File: config.mk
export PLATFORM = sky130hd
export DESIGN_NAME = rlpt_cfg_regs
export DESIGN_NICKNAME = d
export VERILOG_FILES = /design/src/rlpt_pkg.sv /design/src/rlpt_cfg_regs.sv
export SDC_FILE = /design/constraint.sdc
export NUM_CORES = 1
export LEC_CHECK = 0
export BUFFER_PORTS_ARGS = -buffer_cell sky130_fd_sc_hd__buf_2
export CAP_MARGIN = 20
export CELL_PAD_IN_SITES_DETAIL_PLACEMENT = 0
export CELL_PAD_IN_SITES_GLOBAL_PLACEMENT = 1
export CORE_ASPECT_RATIO = 1.4
export CORE_MARGIN = 4
export CORE_UTILIZATION = 37
export CTS_BUF_LIST = sky130_fd_sc_hd__clkbuf_16
export DETAILED_ROUTE_END_ITERATION = 10
export HOLD_SLACK_MARGIN = 0.15
export PLACE_DENSITY_LB_ADDON = 0.1
export SETUP_SLACK_MARGIN = 0.3
export SLEW_MARGIN = 20
export SYNTH_ARGS = -nofsm -noshare
export SYNTH_HDL_FRONTEND = slang
export SYNTH_SLANG_ARGS = --single-unit
File: constraint.sdc
create_clock -name aclk -period 1.4 [get_ports aclk]
set_input_delay 0.21 -clock aclk [delete_from_list [all_inputs] [get_ports aclk]]
set_output_delay 0.21 -clock aclk [all_outputs]
set_load 0.01 [all_outputs]
File: src/rlpt_pkg.sv
// Shared types, widths and constants of the lidar point transform.
package rlpt_pkg;

    localparam int COORD_BITS   = 32;
    localparam int ANGLE_BITS   = 16;
    localparam int INTEN_BITS   = 32;

    localparam int ROW_W        = 48;
    localparam int COEF_W       = 16;
    localparam int TRANS_W      = 63;
    localparam int TRANS_PART_W = 21;
    localparam int CFG_DATA_W   = 64;
    localparam int REG_IDX_W    = 3;

    localparam int PROD_W = COORD_BITS + COEF_W;
    localparam int CAL_W  = (COORD_BITS + 4 > TRANS_PART_W + 2) ? COORD_BITS + 4
                                                                : TRANS_PART_W + 2;
    localparam int YAW_W  = COORD_BITS + 17;
    localparam int SAT_W  = (CAL_W > YAW_W) ? CAL_W : YAW_W;

    localparam int FRAC_SHIFT = 14;
    localparam int RND_HALF   = 1 << (FRAC_SHIFT - 1);

    // Quarter-wave sine polynomial, Q16.
    localparam int TRIG_T_W = 17;
    localparam int TRIG_A   = 102944;
    localparam int TRIG_B   = 42048;
    localparam int TRIG_C   = 4640;
    localparam logic [TRIG_T_W-1:0] Q16_ONE = TRIG_T_W'(1 << 16);

    localparam int ANG_RSH = (ANGLE_BITS >= 18) ? ANGLE_BITS - 18 : 0;
    localparam int ANG_LSH = (ANGLE_BITS < 18) ? 18 - ANGLE_BITS : 0;
    localparam logic [ANGLE_BITS-1:0] ANG_QUARTER = ANGLE_BITS'(1) << (ANGLE_BITS - 2);

    localparam logic [COEF_W-1:0] ROT_ONE = COEF_W'(1 << FRAC_SHIFT);

    localparam int NUM_CELLS = 7;

    // Stream word layout.
    localparam int OFS_X      = 0;
    localparam int OFS_Y      = COORD_BITS;
    localparam int OFS_Z      = 2 * COORD_BITS;
    localparam int OFS_ANG    = 3 * COORD_BITS;
    localparam int OFS_INT    = 3 * COORD_BITS + ANGLE_BITS;
    localparam int TDATA_RAW  = 3 * COORD_BITS + ANGLE_BITS + INTEN_BITS;
    localparam int TDATA_W    = ((TDATA_RAW + 7) / 8) * 8;

    // Register indexes.
    localparam logic [REG_IDX_W-1:0] REG_ROT_ROW0    = 3'd0;
    localparam logic [REG_IDX_W-1:0] REG_ROT_ROW1    = 3'd1;
    localparam logic [REG_IDX_W-1:0] REG_ROT_ROW2    = 3'd2;
    localparam logic [REG_IDX_W-1:0] REG_TRANSLATION = 3'd3;
    localparam logic [REG_IDX_W-1:0] REG_ANGLE_OFS   = 3'd4;

    typedef enum logic [2:0] {
        STG_PROD  = 3'd0,
        STG_SUM   = 3'd1,
        STG_SAT   = 3'd2,
        STG_MID   = 3'd3,
        STG_SINE  = 3'd4,
        STG_YMUL  = 3'd5,
        STG_YSUM  = 3'd6
    } stage_t;

    typedef struct packed {
        logic [2:0][ROW_W-1:0]    rot;
        logic [TRANS_W-1:0]       trans;
        logic [ANGLE_BITS-1:0]    offset;
    } cfg_t;

    typedef struct packed {
        logic [2:0][COORD_BITS-1:0] pt;
        logic [ANGLE_BITS-1:0]      ang;
        logic [INTEN_BITS-1:0]      inten;
        logic [1:0][TRIG_T_W:0]     targ;   // {negate, t} for sine and cosine
        logic [8:0][PROD_W-1:0]     prod;
        logic [2:0][CAL_W-1:0]      acc;
        logic [2:0][COORD_BITS-1:0] q;
        logic [1:0][TRIG_T_W-1:0]   t2;
        logic [1:0][15:0]           inner;
        logic [1:0][TRIG_T_W-1:0]   mid;
        logic [1:0][15:0]           sc;     // sine, cosine in Q2.14
        logic [3:0][PROD_W-1:0]     ym;
        logic [2:0][COORD_BITS-1:0] mv;
    } pld_t;

endpackage

File: src/rlpt_cfg_regs.sv
// Calibration and angle offset registers behind the configuration write port.
module rlpt_cfg_regs import rlpt_pkg::*; (
    input  logic                  aclk,
    input  logic                  aresetn,
    input  logic                  cfg_valid,
    output logic                  cfg_ready,
    input  logic [REG_IDX_W-1:0]  cfg_index,
    input  logic [CFG_DATA_W-1:0] cfg_data,
    output cfg_t                  cfg
);

    cfg_t cfg_reg, cfg_next;

    assign cfg_ready = 1'b1;

    always_comb begin
        cfg_next = cfg_reg;
        if (cfg_valid && cfg_ready) begin
            unique case (cfg_index)
                REG_ROT_ROW0:    cfg_next.rot[0] = cfg_data[ROW_W-1:0];
                REG_ROT_ROW1:    cfg_next.rot[1] = cfg_data[ROW_W-1:0];
                REG_ROT_ROW2:    cfg_next.rot[2] = cfg_data[ROW_W-1:0];
                REG_TRANSLATION: cfg_next.trans  = cfg_data[TRANS_W-1:0];
                REG_ANGLE_OFS:   cfg_next.offset = cfg_data[ANGLE_BITS-1:0];
                default: begin
                    cfg_next = cfg_reg;
                end
            endcase
        end
    end

    always_ff @(posedge aclk) begin
        if (!aresetn) begin
            // Identity rotation, no translation, no offset.
            cfg_reg.rot[0] <= ROW_W'(ROT_ONE);
            cfg_reg.rot[1] <= ROW_W'(ROT_ONE) << COEF_W;
            cfg_reg.rot[2] <= ROW_W'(ROT_ONE) << (2 * COEF_W);
            cfg_reg.trans  <= '0;
            cfg_reg.offset <= '0;
        end else begin
            cfg_reg <= cfg_next;
        end
    end

    assign cfg = cfg_reg;

endmodule

==> results of run 1 <==
layer usage:
layer	track usage, %	vias up
li1	-	3411
met1	22.3	3258
met2	35.8	206
met3	5.82	45
met4	6.32	0
met5	0	-
power by group through the flow:
stage | clock network (W) | logic [W] | registers, W
floorplan | 0 | 0.000462 | 0.00676
global placement | 0 | 0.000987 | 0.00669
detailed placement | 0 | 0.000989 | 0.00669
CTS | 0.00549 | 0.00129 | 0.00661
global route | 0.00574 | 0.00143 | 0.00663
finish | 0.00534 | 0.00132 | 0.00661
cells by family (layout without fill, tap and decap cells):
family / Yosys count / after routing
buffers and inverters: 58 / 465
and+or+nand+nor: 295 / 295
DFF: 223 / 223
other: 1 / 1
muxes: 223 / 223
worst max-delay path by stage:
stage                      start        to  slack (ns)  cells past startpoint
floorplan           cfg_index[1]  cfg[100]        0.29                      4
global placement    cfg_index[1]   cfg[87]        0.06                      4
detailed placement  cfg_index[1]   cfg[80]        0.01                      4
CTS                      cfg[33]   cfg[33]        0.21                      1
global route             cfg[33]   cfg[33]        0.19                      1
finish                   cfg[33]   cfg[33]        0.24                      1
stage by stage:
step / worst slack, ns / util (%) / hold WS (ns) / instances / area [um^2]
2_1_floorplan: 0.295 / - / 0.349 / 800 / 8250
3_3_place_gp: 0.0632 / 46.5 / 0.439 / 1360 / 10200
3_5_place_dp: 0.0132 / 46.5 / 0.446 / 1360 / 10200
4_1_cts: 0.212 / 60.1 / 0.176 / 1466 / 13100
5_1_grt: 0.193 / 61.5 / 0.201 / 1504 / 13400
6_report: 0.240 / 61.5 / 0.196 / 1504 / 13400
what timing repair did:
item | CTS | global route
hold buffers | 64 | 0
endpoints found under the hold margin | 223 | 0
pin swaps | 0 | 0
resized for setup | 471 | 1
setup buffers | 6 | 38
setup endpoints to repair | 223 | 232
cloned | 0 | 0
layout make-up:
class | instances | area share (%)
Tap cell | 297 | 2.77
Sequential cell | 223 | 35.3
Timing Repair Buffer | 429 | 31.6
Multi-Input combinational cell | 519 | 25.7
Clock inverter | 13 | 0.382
Clock buffer | 23 | 4.28
cells in the final DEF, fill, tap and decap left out, drive strengths merged:
| cell | n |
|---|---|
| nor2b | 6 |
| clkinv | 2 |
| inv | 11 |
| nand4b | 1 |
| dlymetal6s4s | 1 |
| dlygate4sd3 | 63 |
| dfxtp | 223 |
| conb | 1 |
| nor4b | 1 |
| nand4bb | 3 |
| mux2i | 223 |
| nand2 | 283 |
| buf | 364 |
| clkbuf | 24 |
| and4bb | 1 |
==> impl_metrics.csv, run 1 <==
group,metric,value,unit
clock_network,cts_sinks,223,
floorplan,die_w,134,um
synth,synthAdderAreaFrac,0,%
detailed_routing,top_layer_used,"met4",
final_layout,drive_gt1_share,51.1,%
critical_path,worstRegToRegCells,4,
power,p_int,0.0102,W
floorplan,io_pins,294,
critical_path,path_buf_inv,1,
timing,min_period,1.16,ns
detailed_routing,met3_length,1.82,mm
critical_path,cp_cell_sequence,"buf_6",
global_routing,grt_overflow,0,
synth,synth_simple_gate_area_share,14.3,%
timing,post-route-period-util,82.8,%
timing,clock_skew,0,ns
detailed_routing,drt_first_pass_iters,4,
synth,synth_xor_area_share,0,%
synth,ys_seq_area_share,54.2,%
synth,postSynthCellCount,800,
clock_network,clockBufferDepth,3,
detailed_routing,detail-route-antenna-nets,0,
hold_path,hold_class,"input port to flip-flop",
detailed_routing,via_count,6920,
timing,finalMaxSlewViolations,0,
synth,ys_async_sr_fraction,0,%
clock_network,htree_num_levels,1,
critical_path,cp-end-kind,"output port",
critical_path,required,1.19,ns
power,clkPwrFrac,40.2,%
synth,synth.distinct_cells,14,
final_layout,largest_register_ffs,223,
synth,synthMuxAreaShare,27.1,%
critical_path,rrSetupSlack,0.61,ns
critical_path,worstReg2RegStart,"cfg[52]",
final_layout,num_antenna_cells,0,
power,p_comb_share,9.9,%
clock_network,clock-root-buffer,"clkbuf_16",
power,p_sw,0.00311,W
synth,ys_ff_latch,223,
synth,yosys_warnings,0,
final_layout,areaGrowthSynthToFinish,63.0,%
floorplan,fp.coreArea,21900,um^2
clock_network,tritoncts,"built",
clock_network,path_clk_slew,0.06,ns
global_routing,grt_max_degree,46,
final_layout,fill_cells,1860,
clock_network,cts_made_buffers,23,
synth,ys_top_cells_by_area,"dfxtp_1 54%, mux2i_1 27%, nand2_1 13%",
global_routing,antenna_found_initial,0,
final_layout,multiInputGateArea,3450,um^2
power,cellLeakagePower,6.66,nW
synth,synth_common_cells,"283 x nand2_1, 223 x dfxtp_1, 223 x mux2i_1",
floorplan,die_area,24800,um^2
detailed_routing,wl_met1,9.80,mm
power,peakVddDrop,0.861,mV
critical_path,cp.arrival,0.95,ns
power,p_sw_share,23.5,%
hold_path,worstHoldStart,"cfg_index[0]",
detailed_routing,drt-wirelength-per-cell,16.9,um
timing,max_freq,862,MHz
power,pwr_density_cell,988,nW/um^2
detailed_routing,drc,0,
detailed_routing,vias_per_cell,4.60,
synth,synth_top_area_share,54.2,%
hold_path,holdPathEnd,"cfg[140]",
timing,setup_tns,0,ns
synth,syn_area,8240,um^2
detailed_routing,drtIter0Drc,214,
timing,hold_viol,0,
detailed_routing,routed_wl,25.4,mm
clock_network,clock_latency,0.49,ns
global_routing,grt_pass1_wl,39.6,mm
synth,synth_compound_area_share,0,%
synth,ys.flop_type,"dfxtp_1",
final_layout,regArea,4740,um^2
power,pwr-share-seq,49.8,%
synth,synth_top_cell_by_area,"dfxtp_1",
power,power,0.0133,W
timing,rsz0062_at_grt,"yes",
floorplan,row_count,64,
floorplan,fp.dieH,185,um
critical_path,cp_top_family,"flip-flops",
final_layout,nets,1266,
synth,synth_top_family_by_area,"multiplexers",
synth,synth_edf_count,0,
critical_path,slowest_stage,"dfxtp_2",
critical_path,critPathLaunchType,"flip-flop",
outcome,status,"finished clean",
critical_path,slowest_delay,0.35,ns
critical_path,critPathMaxFanout,2,
synth,synth_most_common_cell,"nand2_1",
global_routing,grt_pass1_vias,7245,
placement,place_congestion,0.749,
hold_path,whs_path_depth,3,
placement,hpwl,16.5,mm
critical_path,path_class,"flip-flop to output port",
synth,syn_nets,870,
floorplan,start_util,37.7,%
placement,port-buffer-count,291,
synth,avgSynthCellArea,10.3,um^2
run,cap_viol_max_count,0,
global_routing,grt_use_total,19.8,%
critical_path,rr_endpoint,"cfg[52]",
detailed_routing,wl_met2,13.1,mm
timing,report.final.setup_viol,0,
No activity file was read; power rests on OpenSTA's default activity.
==> inputs of run 2 (changes only) <==
clock period = 1.1 ns   (was 1.4 ns; I/O delays follow)
==> run 2 against run 1 <==
  * The run now ends with setup timing left
  * First-iteration DRC count rose by 1.4%
  * Flip-flop and latch count did not move
  * Sequential share of layout area fell by 1.0 points
  * Power grew 31%
  * Clock power increased by 36%
  * Count of clock-buffer cells in the layout unchanged
  * Via count grew 0.22%
  * Critical path type unchanged
  * Largest cell class unchanged
  * Highest routed layer unchanged
==> impl_metrics.csv, run 2 (synthesis gave the netlist of run 1 again) <==
group,metric,value,unit
outcome,status,"finished with violations",
critical_path,slowest_delay,0.36,ns
detailed_routing,vias_per_cell,4.52,
clock_network,htree_num_levels,1,
outcome,violations,"setup timing",
power,cellLeakagePower,6.83,nW
floorplan,fp.coreArea,21900,um^2
critical_path,cp.arrival,0.97,ns
timing,max_freq,880,MHz
power,peakVddDrop,0.964,mV
detailed_routing,drc,0,
critical_path,rrSetupSlack,0.30,ns
timing,min_period,1.14,ns
timing,report.final.setup_viol,199,
placement,place_inst,1382,
placement,port-buffer-count,291,
placement,place_congestion,0.724,
detailed_routing,drt_first_pass_iters,4,
global_routing,grt_pass1_wl,39.5,mm
global_routing,grt_use_total,19.7,%
timing,clock_skew,0,ns
final_layout,final_cell_mix,"282 x nand2_1, 224 x buf_6, 223 x mux2i_1, 223 x dfxtp_2, 76 x buf_4",
final_layout,largest_register_ffs,223,
detailed_routing,drt-wirelength-per-cell,16.9,um
global_routing,grt_max_degree,57,
floorplan,die_w,134,um
clock_network,clock_latency,0.50,ns
critical_path,critPathMaxFanout,2,
detailed_routing,routed_wl,25.8,mm
final_layout,areaGrowthSynthToFinish,67.9,%
placement,hpwl,17.0,mm
timing,rsz0062_at_grt,"yes",
floorplan,start_util,37.7,%
power,pwr_density_cell,1260,nW/um^2
global_routing,grt_pass1_vias,7150,
timing,whs,0.142,ns
timing,post-route-period-util,103,%
critical_path,path_buf_inv,1,
run,cap_viol_max_count,0,
critical_path,critPathLaunchType,"flip-flop",
final_layout,utilization,63.3,%
floorplan,row_count,64,
hold_path,hold_class,"input port to flip-flop",
clock_network,tritoncts,"built",
detailed_routing,drtIter0Drc,217,
critical_path,required,0.94,ns
critical_path,slowest_stage,"dfxtp_2",
final_layout,layout_commonest_cell,"nand2_1",
detailed_routing,via_count,6935,
final_layout,instances_no_fill,1533,
timing,finalMaxSlewViolations,0,
final_layout,nets,1292,
floorplan,fp.dieH,185,um
clock_network,cts_made_buffers,23,
critical_path,cp_cell_sequence,"buf_6",
placement,dp_slack,-0.190,ns
clock_network,clock-root-buffer,"clkbuf_16",
detailed_routing,detail-route-antenna-nets,0,
timing,setup_ws,-0.0361,ns
critical_path,path_class,"flip-flop to output port",
clock_network,cts_sinks,223,
floorplan,die_area,24800,um^2
global_routing,antenna_found_initial,0,
critical_path,cp_top_family,"flip-flops",
floorplan,io_pins,294,
clock_network,clockBufferDepth,3,
final_layout,num_antenna_cells,0,
final_layout,fill_cells,1822,
power,power,0.0174,W
timing,hold_viol,0,
clock_network,path_clk_slew,0.07,ns
final_layout,drive_gt1_share,52.4,%
global_routing,grt_overflow,0,
critical_path,cp-end-kind,"output port",
[run 2: area by class of cell]
cell class                      count  area (um^2)  area share [%]
Sequential cell                   223         4740            34.3
Timing Repair Buffer              455         4610            33.3
Multi-Input combinational cell    519         3450            24.9
Clock buffer                       23          576            4.16
Tap cell                          297          372            2.68
Clock inverter                     16          100           0.723
[run 2: repair_timing]
action,4_1_cts,5_1_grt
endpoints found under the setup margin,223,233
setup buffers,5,39
cloned,0,4
gates resized for setup,480,11
hold endpoints to repair,223,1
hold buffers,63,1
pin swaps,0,1
[run 2: metrics by stage]
stage | area, um^2 | TNS [ns]
after floorplan | 8410 | 0
after global placement | 10400 | -19.01
after detailed placement | 10400 | -20.47
after CTS | 13400 | -6.84
after global routing | 13800 | -8.89
final | 13800 | -1.84
[run 2: worst paths after layout]
path | endpoint | depth (start not counted) | start
worst max-delay path | cfg[21] | 1 | cfg[21]
worst min-delay path | cfg[83] | 4 | aresetn
worst max register to register | cfg[39] | 4 | cfg[39]
worst min register to register | cfg[98] | 2 | cfg[98]
[run 2: per-layer routing]
layer | track usage [%] | part of all wire (%)
met1 | 23.8 | 40
met2 | 34.5 | 50
met3 | 5.57 | 7.2
met4 | 5.18 | 2.1
met5 | 0 | 0
[run 2: report_power, final]
part	switching (W)	total (W)	internal, W	leakage (nW)
Clock	0.00321	0.00724	0.00402	0.349
Combinational	0.000796	0.00178	0.000984	4.57
Sequential	0.000127	0.00841	0.00829	1.91
==> inputs of run 3 (changes only) <==
CORE_UTILIZATION = 40   (was 37)
clock period = 1.41 ns   (was 1.1 ns; I/O delays follow)
==> run 3 against run 2 <==
  * The run now ends clean
  * Critical path depth did not move
  * Core utilization rose by 5.1 points
  * Worst hold slack improved by 0.037 ns
  * Cell count fell by 4.0%
  * Power fell by 16%
  * Final area fell by 0.73%
  * First-iteration DRC count rose by 11%
  * Global-route usage rose by 1.2 points
  * Worst setup slack improved by 0.28 ns
  * Via count rose by 0.35%
  * Clock skew did not move
  * Non-clock buffer count fell by 19
  * Largest cell class unchanged
==> impl_metrics.csv, run 3 (synthesis gave the netlist of run 1 again) <==
group,metric,value,unit
outcome,status,"finished clean",
detailed_routing,drt_first_pass_iters,4,
power,cellLeakagePower,6.77,nW
clock_network,tritoncts,"built",
global_routing,grt_use_total,20.9,%
timing,hold_viol,0,
critical_path,slowest_delay,0.36,ns
detailed_routing,drt-wirelength-per-cell,17.0,um
power,p_sw_share,21.9,%
critical_path,cp_top_family,"flip-flops",
clock_network,clock_latency,0.49,ns
timing,setup_tns,0,ns
timing,max_freq,855,MHz
global_routing,antenna_found_initial,0,
floorplan,fp.dieH,178,um
clock_network,path_clk_slew,0.07,ns
power,pwr_density_cell,1060,nW/um^2
placement,hpwl,16.2,mm
critical_path,path_buf_inv,1,
final_layout,final_cell_mix,"283 x nand2_1, 223 x mux2i_1, 223 x dfxtp_2, 223 x buf_6, 67 x buf_2",
clock_network,htree_num_levels,1,
critical_path,cp.arrival,0.96,ns
final_layout,fill_cells,1531,
critical_path,path_class,"flip-flop to output port",
critical_path,rrSetupSlack,0.63,ns
global_routing,grt_pass1_wl,38.8,mm
timing,rsz0062_at_grt,"yes",
detailed_routing,via_count,6959,
final_layout,largest_register_ffs,223,
power,clkPwrFrac,46.1,%
final_layout,drive_gt1_share,52.0,%
clock_network,cts_sinks,223,
clock_network,clock-root-buffer,"clkbuf_16",
critical_path,required,1.20,ns
critical_path,slowest_stage,"dfxtp_2",
detailed_routing,detail-route-antenna-nets,0,
power,power,0.0146,W
global_routing,grt_max_degree,45,
power,p_sw,0.00320,W
global_routing,grt_pass1_vias,7303,
detailed_routing,routed_wl,25.0,mm
power,p_int,0.0114,W
timing,clock_skew,0,ns
power,peakVddDrop,0.922,mV
detailed_routing,drtIter0Drc,241,
power,p_comb_share,9.0,%
floorplan,io_pins,294,
critical_path,cp_cell_sequence,"buf_6",
clock_network,clockBufferDepth,3,
floorplan,die_w,129,um
run,cap_viol_max_count,0,
detailed_routing,drc,0,
timing,finalMaxSlewViolations,0,
timing,min_period,1.17,ns
critical_path,critPathLaunchType,"flip-flop",
critical_path,critPathMaxFanout,2,
floorplan,row_count,61,
final_layout,nets,1273,
final_layout,multiInputGateArea,3450,um^2
floorplan,fp.coreArea,20100,um^2
timing,post-route-period-util,83.0,%
timing,report.final.setup_viol,0,
power,pwr-share-seq,44.8,%
clock_network,cts_made_buffers,23,
critical_path,cp-end-kind,"output port",
detailed_routing,vias_per_cell,4.73,
placement,place_congestion,0.753,
hold_path,hold_class,"input port to flip-flop",
floorplan,start_util,41.1,%
floorplan,die_area,23000,um^2
final_layout,layout_commonest_cell,"nand2_1",
final_layout,areaGrowthSynthToFinish,66.7,%
final_layout,regArea,4740,um^2
placement,port-buffer-count,291,
global_routing,grt_overflow,0,
-- run 3: routing by layer --
metal  share of wire, %  track usage, %
met3                8.3            5.90
met2                 51            36.8
met1                 38            24.5
met4                2.6            6.09
met5                  0               0
-- run 3: power by group through the flow --
| stage | logic, W | registers, W | clock network [W] |
|---|---|---|---|
| after floorplan | 0.000457 | 0.00671 | 0 |
| after global placement | 0.000988 | 0.00664 | 0 |
| after detailed placement | 0.000989 | 0.00665 | 0 |
| after CTS | 0.00129 | 0.00656 | 0.00691 |
| after global routing | 0.00143 | 0.00658 | 0.00717 |
| final | 0.00132 | 0.00656 | 0.00675 |
-- run 3: layout make-up --
type / instances / area share [%]
Multi-Input combinational cell: 519 / 25.1
Antenna cell: 2 / 0.0364
Clock buffer: 23 / 4.19
Clock inverter: 17 / 1.88
Tap cell: 252 / 2.29
Sequential cell: 223 / 34.5
Timing Repair Buffer: 436 / 32.0
-- run 3: worst paths after layout --
kind         startpoint  depth (start not counted)  endpoint
max            cfg[188]                          1  cfg[188]
min             aresetn                          3  cfg[208]
max reg2reg     cfg[51]                          4   cfg[51]
min reg2reg     cfg[79]                          2   cfg[79]
-- run 3: timing repair --
item,CTS,global route
endpoints found under the setup margin,223,223
buffers inserted,5,39
endpoints found under the hold margin,223,11
hold buffers,63,2
gates resized for setup,474,0
-- run 3: through the flow --
step / util [%] / cells / cell area [um^2] / setup slack, ns / hold slack [ns]
after global routing: 68.4 / 1470 / 13700 / 0.187 / 0.180
after CTS: 66.9 / 1429 / 13400 / 0.218 / 0.0984
final: 68.5 / 1472 / 13700 / 0.240 / 0.180
after global placement: 51.1 / 1321 / 10200 / 0.120 / 0.439
after floorplan: - / 800 / 8240 / 0.293 / 0.350
after detailed placement: 51.1 / 1321 / 10200 / 0.101 / 0.444
